### src/hdl/rxs_pkg.sv
// Shared types and microcode program for the record exchange sorter.
// Holds the control word layout, jump conditions and the program table.
// No dependencies.
package rxs_pkg;

    localparam int StepBits = 4;
    localparam int WordBits = 64;

    typedef logic [StepBits-1:0] step_t;

    typedef enum logic [2:0] {
        COND_NEVER,
        COND_ALWAYS,
        COND_IDLE_HOLD,
        COND_J_MORE,
        COND_I_MORE
    } cond_t;

    typedef struct packed {
        logic  busy;
        logic  load;
        logic  ld_i;
        logic  clr_j;
        logic  cmp;
        logic  wb_i;
        logic  adv_i;
        logic  emit;
        logic  clr_cnt;
        cond_t cond;
        step_t target;
    } ctrl_t;

    typedef struct packed {
        logic start_last;
        logic j_last;
        logic i_last;
    } flags_t;

    localparam step_t StepIdle    = step_t'(0);
    localparam step_t StepRdI     = step_t'(1);
    localparam step_t StepLdI     = step_t'(2);
    localparam step_t StepRdJ     = step_t'(3);
    localparam step_t StepCmp     = step_t'(4);
    localparam step_t StepWbI     = step_t'(5);
    localparam step_t StepRdK     = step_t'(6);
    localparam step_t StepEmit    = step_t'(7);
    localparam step_t StepClose   = step_t'(8);

    localparam ctrl_t CtrlNop = '{busy: 1'b1, load: 1'b0, ld_i: 1'b0, clr_j: 1'b0,
                                  cmp: 1'b0, wb_i: 1'b0, adv_i: 1'b0, emit: 1'b0,
                                  clr_cnt: 1'b0, cond: COND_NEVER, target: StepIdle};

    // Program table: one control word per step, fall through to step + 1
    // unless the jump condition holds.
    function automatic ctrl_t rxs_ucode(input step_t step);
        ctrl_t w;
        w = CtrlNop;
        unique case (step)
            StepIdle:
            begin
                w.busy   = 1'b0;
                w.load   = 1'b1;
                w.cond   = COND_IDLE_HOLD;
                w.target = StepIdle;
            end
            StepRdI:
            begin
                w.cond = COND_NEVER;
            end
            StepLdI:
            begin
                w.ld_i  = 1'b1;
                w.clr_j = 1'b1;
            end
            StepRdJ:
            begin
                w.cond = COND_NEVER;
            end
            StepCmp:
            begin
                w.cmp    = 1'b1;
                w.cond   = COND_J_MORE;
                w.target = StepRdJ;
            end
            StepWbI:
            begin
                w.wb_i   = 1'b1;
                w.adv_i  = 1'b1;
                w.cond   = COND_I_MORE;
                w.target = StepRdI;
            end
            StepRdK:
            begin
                w.cond = COND_NEVER;
            end
            StepEmit:
            begin
                w.emit   = 1'b1;
                w.adv_i  = 1'b1;
                w.cond   = COND_I_MORE;
                w.target = StepRdK;
            end
            StepClose:
            begin
                w.clr_cnt = 1'b1;
                w.cond    = COND_ALWAYS;
                w.target  = StepIdle;
            end
            default:
            begin
                w.cond   = COND_ALWAYS;
                w.target = StepIdle;
            end
        endcase
        return w;
    endfunction

endpackage

### src/hdl/rxs_ram.sv
// Generic simple RAM: one write port, two read ports, registered read data.
// No dependencies.
module rxs_ram #(
    parameter int WIDTH = 64,
    parameter int DEPTH = 16
) (
    input  logic                     clk,
    input  logic                     we,
    input  logic [$clog2(DEPTH)-1:0] waddr,
    input  logic [WIDTH-1:0]         wdata,
    input  logic [$clog2(DEPTH)-1:0] raddr_a,
    input  logic [$clog2(DEPTH)-1:0] raddr_b,
    output logic [WIDTH-1:0]         rdata_a,
    output logic [WIDTH-1:0]         rdata_b
);

    logic [WIDTH-1:0] mem_reg [DEPTH];
    logic [WIDTH-1:0] rdata_a_reg;
    logic [WIDTH-1:0] rdata_b_reg;

    always_ff @(posedge clk)
    begin
        if (we)
        begin
            mem_reg[waddr] <= wdata;
        end
        rdata_a_reg <= mem_reg[raddr_a];
        rdata_b_reg <= mem_reg[raddr_b];
    end

    assign rdata_a = rdata_a_reg;
    assign rdata_b = rdata_b_reg;

endmodule

### src/hdl/rxs_seq.sv
// Microcode sequencer: step counter, program table lookup, conditional jumps.
// Depends on rxs_pkg.
module rxs_seq
    import rxs_pkg::*;
(
    input  logic   clk,
    input  logic   rst_n,
    input  flags_t flags,
    output ctrl_t  ctrl
);

    step_t upc_reg;
    step_t upc_next;
    logic  taken;

    assign ctrl = rxs_ucode(upc_reg);

    always_comb
    begin
        unique case (ctrl.cond)
            COND_NEVER:     taken = 1'b0;
            COND_ALWAYS:    taken = 1'b1;
            COND_IDLE_HOLD: taken = !flags.start_last;
            COND_J_MORE:    taken = !flags.j_last;
            COND_I_MORE:    taken = !flags.i_last;
            default:        taken = 1'b1;
        endcase
        upc_next = taken ? ctrl.target : upc_reg + step_t'(1);
    end

    always_ff @(posedge clk or negedge rst_n)
    begin
        if (!rst_n)
        begin
            upc_reg <= StepIdle;
        end
        else
        begin
            upc_reg <= upc_next;
        end
    end

    // the final word of a set starts the sort at step RdI
    assert property (@(posedge clk) disable iff (!rst_n)
        flags.start_last |=> (upc_reg == StepRdI))
        else $error("sort did not start after the last word");

    assert property (@(posedge clk) disable iff (!rst_n)
        (ctrl.emit && flags.i_last) |=> (upc_reg == StepClose))
        else $error("set not closed after final result");

endmodule

### src/hdl/rxs_dp.sv
// Datapath: record count, sort indexes, held record, compare and write mux.
// Depends on rxs_pkg and rxs_ram.
module rxs_dp
    import rxs_pkg::*;
#(
    parameter int MAX_RECORDS = 16
) (
    input  logic               clk,
    input  logic               rst_n,
    input  ctrl_t              ctrl,
    input  logic               start,
    input  logic signed [31:0] record_id,
    input  logic signed [31:0] score,
    input  logic               last_record,
    output flags_t             flags,
    output logic signed [31:0] out_id,
    output logic signed [31:0] out_score
);

    localparam int AW = $clog2(MAX_RECORDS);
    localparam int CW = $clog2(MAX_RECORDS + 1);

    logic [CW-1:0]       count_reg, count_next;
    logic [AW-1:0]       i_reg, i_next;
    logic [AW-1:0]       j_reg, j_next;
    logic [WordBits-1:0] rec_i_reg, rec_i_next;

    logic                accept;
    logic                room;
    logic                swap;
    logic                we;
    logic [AW-1:0]       waddr;
    logic [WordBits-1:0] wdata;
    logic [WordBits-1:0] rdata_a;
    logic [WordBits-1:0] rdata_b;
    logic [CW-1:0]       last_idx;

    assign accept   = start && !ctrl.busy;
    assign room     = count_reg < CW'(MAX_RECORDS);
    assign last_idx = count_reg - CW'(1);

    assign flags.start_last = accept && last_record;
    assign flags.i_last     = CW'(i_reg) == last_idx;
    assign flags.j_last     = CW'(j_reg) == last_idx;

    // position i holds its live value in rec_i; skip self so a stale read cannot swap
    assign swap = ctrl.cmp && (j_reg != i_reg) &&
                  ($signed(rec_i_reg[31:0]) > $signed(rdata_b[31:0]));

    always_comb
    begin
        we    = 1'b0;
        waddr = j_reg;
        wdata = rec_i_reg;
        priority if (ctrl.load && accept && room)
        begin
            we    = 1'b1;
            waddr = count_reg[AW-1:0];
            wdata = {record_id, score};
        end
        else if (swap)
        begin
            we    = 1'b1;
            waddr = j_reg;
            wdata = rec_i_reg;
        end
        else if (ctrl.wb_i)
        begin
            we    = 1'b1;
            waddr = i_reg;
            wdata = rec_i_reg;
        end
        else
        begin
            we    = 1'b0;
        end
    end

    always_comb
    begin
        count_next = count_reg;
        if (ctrl.clr_cnt)
        begin
            count_next = '0;
        end
        else if (ctrl.load && accept && room)
        begin
            count_next = count_reg + CW'(1);
        end

        i_next = i_reg;
        if (ctrl.adv_i)
        begin
            i_next = flags.i_last ? '0 : i_reg + AW'(1);
        end

        j_next = j_reg;
        if (ctrl.clr_j)
        begin
            j_next = '0;
        end
        else if (ctrl.cmp)
        begin
            j_next = j_reg + AW'(1);
        end

        rec_i_next = rec_i_reg;
        if (ctrl.ld_i)
        begin
            rec_i_next = rdata_a;
        end
        else if (swap)
        begin
            rec_i_next = rdata_b;
        end
    end

    always_ff @(posedge clk or negedge rst_n)
    begin
        if (!rst_n)
        begin
            count_reg <= '0;
            i_reg     <= '0;
            j_reg     <= '0;
        end
        else
        begin
            count_reg <= count_next;
            i_reg     <= i_next;
            j_reg     <= j_next;
        end
    end

    always_ff @(posedge clk)
    begin
        rec_i_reg <= rec_i_next;
    end

    rxs_ram #(
        .WIDTH (WordBits),
        .DEPTH (MAX_RECORDS)
    ) u_store (
        .clk     (clk),
        .we      (we),
        .waddr   (waddr),
        .wdata   (wdata),
        .raddr_a (i_reg),
        .raddr_b (j_reg),
        .rdata_a (rdata_a),
        .rdata_b (rdata_b)
    );

    assign out_id    = rdata_a[63:32];
    assign out_score = rdata_a[31:0];

    assert property (@(posedge clk) disable iff (!rst_n)
        count_reg <= CW'(MAX_RECORDS))
        else $error("record count above capacity");

    assert property (@(posedge clk) disable iff (!rst_n)
        (ctrl.emit || ctrl.cmp) |-> (count_reg != '0))
        else $error("sort or emit with an empty store");

endmodule

### src/hdl/record_exchange_sort_desc_top.sv
// Top level of the record exchange sorter, descending by score.
// Depends on rxs_pkg, rxs_seq, rxs_dp (and rxs_ram below it).
//
// Records (record_id, score) load one word per cycle while busy is low;
// words beyond MAX_RECORDS are dropped. The word with last_record set
// raises busy and starts an exchange sort of the n stored records run by a
// microcode program over one dual-read store: each outer pass loads record i,
// reads and compares every record j, and writes record i back. Results then
// leave on out_strobe, out_last on the final one, and the receiver cannot
// stall them.
module record_exchange_sort_desc_top
    import rxs_pkg::*;
#(
    parameter int MAX_RECORDS = 16
) (
    input  logic               clk,
    input  logic               rst_n,
    input  logic               start,
    output logic               busy,
    input  logic signed [31:0] record_id,
    input  logic signed [31:0] score,
    input  logic               last_record,
    output logic               out_strobe,
    output logic signed [31:0] out_id,
    output logic signed [31:0] out_score,
    output logic               out_last
);

    ctrl_t  ctrl;
    flags_t flags;

    rxs_seq u_seq (
        .clk   (clk),
        .rst_n (rst_n),
        .flags (flags),
        .ctrl  (ctrl)
    );

    rxs_dp #(
        .MAX_RECORDS (MAX_RECORDS)
    ) u_dp (
        .clk         (clk),
        .rst_n       (rst_n),
        .ctrl        (ctrl),
        .start       (start),
        .record_id   (record_id),
        .score       (score),
        .last_record (last_record),
        .flags       (flags),
        .out_id      (out_id),
        .out_score   (out_score)
    );

    assign busy       = ctrl.busy;
    assign out_strobe = ctrl.emit;
    assign out_last   = ctrl.emit && flags.i_last;

    assert property (@(posedge clk) disable iff (!rst_n)
        out_strobe |-> busy)
        else $error("result while idle");

    assert property (@(posedge clk) disable iff (!rst_n)
        (out_strobe && out_last) |=> ##1 !busy)
        else $error("not ready after final result");

endmodule
### config.mk
export PLATFORM = sky130hd
export DESIGN_NAME = record_exchange_sort_desc_top
export DESIGN_NICKNAME = d
export VERILOG_FILES = /design/src/hdl/rxs_pkg.sv /design/src/hdl/rxs_ram.sv /design/src/hdl/rxs_seq.sv /design/src/hdl/rxs_dp.sv /design/src/hdl/record_exchange_sort_desc_top.sv
export SDC_FILE = /design/constraint.sdc
export NUM_CORES = 2
export LEC_CHECK = 0
export BUFFER_PORTS_ARGS = -buffer_cell sky130_fd_sc_hd__buf_2
export CORE_UTILIZATION = 63
export DETAILED_ROUTE_END_ITERATION = 8
export PLACE_DENSITY = 0.78
export SLEW_MARGIN = 30
export SYNTH_ARGS = -nofsm -noshare
export SYNTH_HDL_FRONTEND = slang
export SYNTH_SLANG_ARGS = --single-unit
### constraint.sdc
create_clock -name clk -period 10 [get_ports clk]
set_input_delay 1.5 -clock clk [delete_from_list [all_inputs] [get_ports clk]]
set_output_delay 1.5 -clock clk [all_outputs]
set_load 0.02 [all_outputs]
# Word-level counts from Yosys, hierarchy flattened
# Memory sizes are Yosys's and may differ from the RTL's. A register that Yosys moved wholly into a read port is not among the register bits.
# Index checks and enable logic that the tools add are counted.
[classes] mux=27 addsub=5 n_reduce_logical=18 magnitude_cmp=2 eq_ne=14
[ops] cell="$mux W64" count=3
[ops] cell="$gt A32 B32 Y1" count=1
[ops] cell="$mux W4" count=7
[ops] cell="$eq A4 B3 Y1 const B" count=4
[ops] cell="$add A4 B1 Y4 const B" count=3
[ops] cell="$pmux W3 S4" count=1
[ops] cell="$eq A4 B5 Y1" count=2
[ops] cell="$mux W1" count=10
[ops] cell="$mux W5" count=2
[ops] cell="$pmux W3 S3" count=1
[ops] cell="$eq A4 B2 Y1 const B" count=2
[ops] cell="$logic_and A1 B1 Y1" count=7
[ops] cell="$eq A3 B2 Y1 const B" count=2
[ops] cell="$reduce_bool A2 Y1" count=3
[ops] cell="$add A5 B1 Y5 const B" count=1
[ops] cell="$lt A5 B5 Y1 const B" count=1
[ops] cell="$sub A5 B1 Y5 const B" count=1
[ops] cell="$eq A4 B1 Y1 const B" count=1
[ops] cell="$eq A4 B4 Y1 const B" count=1
[ops] cell="$logic_not A1 Y1" count=4
[ops] cell="$logic_not A4 Y1" count=1
[ops] cell="$mux W2" count=2
[ops] cell="$ne A4 B4 Y1" count=1
[ops] cell="$pmux W1 S4" count=1
[ops] cell="4 further kinds" count=4
[totals] out_inout_bits=67 ramBits=1024 reg_bits=81 memories=1
[mem_list] memory="u_dp.u_store.mem_reg" words=16 word_bits=64 read_ports=2 rd_clocked_by_memory_dff=2 write_ports=1 line_no="rxs_ram.sv:17" rtl="logic [WIDTH-1:0] mem_reg [DEPTH];"

# Logic depth before layout (Yosys ltp)
[logic_depth] depth_word=9 mapped_depth=12

# Hierarchy
# Synthesis repeated with hierarchy kept, for this count alone.
[unflattened] cells_unflattened=2904 area_unflattened_um2=53949.2
[by_module_without_submodules] module="rxs_ram" instances=1 cells_per_inst=2247 seq_area_each_um2=33311.9 area_per_inst_um2=48307.6
[by_module_without_submodules] module="rxs_dp" instances=1 cells_per_inst=612 seq_area_each_um2=2247.2 area_per_inst_um2=5243.8
[by_module_without_submodules] module="rxs_seq" instances=1 cells_per_inst=44 seq_area_each_um2=100.1 area_per_inst_um2=391.6
[by_module_without_submodules] module="record_exchange_sort_desc_top" instances=1 cells_per_inst=1 seq_area_each_um2=0.0 area_per_inst_um2=6.3

# Least setup slack after synthesis
# No wires, ideal clock.
[synth_path] path_kind="input to register" start="input start" end="memory u_dp.u_store.mem_reg[10][0], enable pin" arrival_time_ns=8.597 required_ns=9.355 setup_slack_ns=0.758 n_path_buf=1 stages=5 cell_sequence="nor3b_1 buf_2 nand2_1 o211a_1 nor4_1"
[synth_between] elab_chain_cells=6 word_cells_on_any_way=7
[synth_rtl] element="start, declared" line_no="record_exchange_sort_desc_top.sv:18" rtl="input logic start,"
[synth_rtl] element="$logic_and A1 B1 Y1 (*)" line_no="rxs_dp.sv:38" rtl="assign accept = start && !ctrl.busy;"
[synth_rtl] element="$logic_and A1 B1 Y1 (*) (2 in series)" line_no="rxs_dp.sv:55" rtl="priority if (ctrl.load && accept && room)"
[synth_rtl] element="$mux W1" line_no="rxs_dp.sv:55"
[synth_rtl] element="$mux W1" line_no="rxs_ram.sv:23" rtl="if (we)"
[synth_rtl] element="$mux W1 (not written as such)" line_no="rxs_ram.sv:25" rtl="mem_reg[waddr] <= wdata;"
[synth_rtl] element="end, declared" line_no="rxs_ram.sv:17"
# Every way passes the cells marked *; elsewhere a longest branch is shown, timed or not.

# Worst setup path in the final report
[layout_path] start="register u_dp.rec_i_reg[7]" end="memory u_dp.u_store.mem_reg[2][12], enable pin"
[layout_between] elab_chain_cells=6 word_cells_on_any_way=8
[layout_rtl] element="start, declared" line_no="rxs_dp.sv:26" rtl="logic [WordBits-1:0] rec_i_reg, rec_i_next;"
[layout_rtl] element="start signal, assigned" line_no="rxs_dp.sv:136" rtl="rec_i_reg <= rec_i_next;"
[layout_rtl] element="$gt A32 B32 Y1 (*)" line_no="rxs_dp.sv:48" rtl="($signed(rec_i_reg[31:0]) > $signed(rdata_b[31:0]));"
[layout_rtl] element="$logic_and A1 B1 Y1 (*)" line_no="rxs_dp.sv:47" rtl="assign swap = ctrl.cmp && (j_reg != i_reg) &&"
[layout_rtl] element="$mux W1" line_no="rxs_dp.sv:61" rtl="else if (swap)"
[layout_rtl] element="$mux W1" line_no="rxs_dp.sv:55"
[layout_rtl] element="$mux W1" line_no="rxs_ram.sv:23"
[layout_rtl] element="$mux W1 (not written as such)" line_no="rxs_ram.sv:25"
# Marks and branches as above.

==> results.cfg <==
[yosys]
netlist_area_um2 = 54030
synthCells = 2608
synth_enable_flop_cells = 1088
async_flop_share_pct = 1.379
yosysWarnings = 0
synth_seq_area_share_pct = 66.00
synth-seq-cells = 1233
synth_area_leaders = edfxtp_1 (60%), mux4_2 (27%), dfxtp_1 (4.7%)
synth_cell_types = 58
synthFlopType = edfxtp_1
synthesis.nets = 2716
synth_area_leader_cell = edfxtp_1
syn_avg_cell_area_um2 = 20.72
synth_top_cell_area_share_pct = 60.47

[min_path]
hp-class = flip-flop to flip-flop
whs_path_depth = 1
holdPathEnd = u_dp.rec_i_reg[50]$_DFFE_PP_
min_from = u_dp.u_store.rdata_b[50]$_DFF_P_

[placed_design]
io_buffers = 134
dp_hpwl_um = 70790
place_congestion = 0.8167
dp_worst_setup_slack_ns = 4.886

[clock_tree]
clk_pin_slew_ns = 0.06
cts_htree_levels = 3
cts_tree = yes
cts_buffer_depth = 3
cts_setup_buffers = 0
cts_hold_buf = 0
post_cts_resized = 0
cts.sinks = 1233
cts_buffers = 121
clk_latency_ns = 0.70
cts_root_buffer = clkbuf_16

[final_layout]
final_cell_mix = edfxtp_1 (1,088), mux4_2 (640), nand2_1 (250)
final_common_cell = edfxtp_1
area_delta_synth_final_pct = 11.88
fin_util_pct = 71.11
largest_reg_flops = 1024
nFillCells = 4905
drive_above_1_share_pct = 38.78
nets = 2865

[sta]
period_needed_ns = 5.357
setup_tns_ns = 0
clock.fmax_mhz = 186.7
maxSlewHeadroom_pct = 27.92
tightestPinTransition_ns = 1.081
fin_worst_skew_ns = 0.02780
period_share_pct = 53.57
drv_slew = 0
finalHoldViolCount = 0
setup_viol = 0
rsz0062_at_grt = no
fin_ws_ns = 4.643

[pwr]
p_int_mw = 12.30
power.clock.fraction_pct = 26.2
sw_frac_of_total_pct = 31.06
power_leakage_nw = 19.44
power_mw = 17.84
power.density_nw_per_um2 = 295.1
peakVddDrop_mv = 0.2654
p_comb_share_pct = 30.8
p_sw_mw = 5.540
seqPwrFrac_pct = 43.0

[setup_path]
reg2reg_depth = 11
r2r_slack_ns = 4.64
end_kind = flip-flop
start_kind = flip-flop
cp_data_arrival_time_ns = 5.66
critPathKind = flip-flop to flip-flop
rr_startpoint = u_dp.rec_i_reg[7]$_DFFE_PP_
rr_endpoint = u_dp.u_store.mem_reg[2][12]$_DFFE_PP_
path_max_fanout = 39
cp.required_ns = 10.31

[floorplan]
die_x_um = 294.9
initial_utilization_pct = 63.56
dieArea_um2 = 86940
die_h_um = 294.9
rows = 107
io-pin-count = 135
core-area_um2 = 85010

[routing]
drt-total-wl_um = 135300
drt_iter0_drc = 3861
drt_first_pass_iters = 5
route.met3.wl_um = 13030
drc_errors = 0
met2_wirelength_um = 68560
routed.top_layer = met5
wl_met1_um = 49650
dr_total_vias = 28940
ant_nets = 0
wl_per_cell_um = 33.74
avgViaCountPerCell = 7.218

[job]
cap_violations = 0

[grt]
track_usage_pct = 32.12
overflow = 0
grt_pass1_wl_um = 199300
grt_pass1_vias = 30680
antenna_found_initial = 3
grt_max_degree = 146

[outcome]
status = complete, no violations
cell type report:
cell class / instances / area (um2) / share of cell area [%]
inverters: 39 / 146.4 / 0.2422
well taps: 1144 / 1431 / 2.368
repair buffers: 205 / 1445 / 2.391
clock inverters: 62 / 665.6 / 1.101
multi-input cells: 1157 / 17630 / 29.16
clock buffers: 169 / 3445 / 5.698
flip-flops and latches: 1233 / 35690 / 59.04
diodes: 1 / 2.502 / 0.004140
how the worst max path moves through the flow:
stage	start	to	depth (start not counted)
after floorplan	start	u_dp.u_store.mem_reg[10][0]$_DFFE_PP_	5
after global placement	u_dp.rec_i_reg[7]$_DFFE_PP_	u_dp.u_store.mem_reg[3][51]$_DFFE_PP_	11
after detailed placement	u_dp.rec_i_reg[13]$_DFFE_PP_	u_dp.u_store.mem_reg[3][8]$_DFFE_PP_	11
after CTS	u_dp.i_reg[2]$_DFFE_PN0P_	out_last	5
after global routing	u_dp.rec_i_reg[7]$_DFFE_PP_	u_dp.u_store.mem_reg[2][12]$_DFFE_PP_	11
final	u_dp.rec_i_reg[7]$_DFFE_PP_	u_dp.u_store.mem_reg[2][12]$_DFFE_PP_	11
Yosys cell counts, drive strengths merged (2+ instances only):
library cell and instances:
mux2 35, nand3 9, buf 92, ha 40
dfrtp 17, edfxtp 1088, and2 4, xnor2 11
mux2i 2, o211ai 5, nand2 250, and4 2
nor2b 2, inv 39, nand4 11, nand2b 3
mux4 640, xor2 7, dfxtp 128, nor3b 3
o21ai 47, a21oi 22, nor3 5, o211a 2
nor2 15, or3 2, o31ai 2, nand3b 2
clkbuf 87, nor4 19
stage by stage:
step | hold WS (ns) | area (um2) | instances
6_report | 0.5320 | 60450 | 4010
4_1_cts | 0.5343 | 60280 | 4002
3_3_place_gp | 0.5101 | 56030 | 3766
5_1_grt | 0.5417 | 60450 | 4010
3_5_place_dp | 0.5194 | 56170 | 3771
2_1_floorplan | 0.4996 | 54030 | 2608
kinds of logic (layout without fill, tap and decap cells):
logic type,Yosys count,in the layout,share of synthesized area (%)
muxes,677,677,27.45
buffers and inverters,218,475,1.596
other,0,1,0
adders and majority gates,40,40,0.9263
DFF,1233,1233,66.00
and+or+nand+nor,331,331,2.693
AOI/OAI and AO/OA,91,91,1.031
xor gates and xnor gates,18,18,0.3057
per-layer routing:
metal  vias up  global-route usage [%]
met5         -                       0
met2      1862                   52.45
met4         6                   11.42
met3       293                   5.859
met1     15390                   44.18
li1      11390                       -
critical path, cell delays in order (launching register included):
cell and delay (ns):
edfxtp_1 0.42, ha_1 0.33, a21oi_1 0.15, o21ai_0 0.13, a221oi_1 0.61, nor3_1 0.23
o31ai_1 0.73, nand4_1 0.26, o211a_1 0.36, nor4_2 0.40, buf_4 0.54, buf_4 0.79
power groups by stage:
stage	clock network [mW]	logic [mW]	registers [mW]
floorplan	0	3.79	7.69
global placement	0	5.21	7.71
detailed placement	0	5.40	7.75
CTS	4.71	5.45	7.67
global route	4.90	5.82	7.75
finish	4.67	5.49	7.67
(Power assumes the default switching activity.)
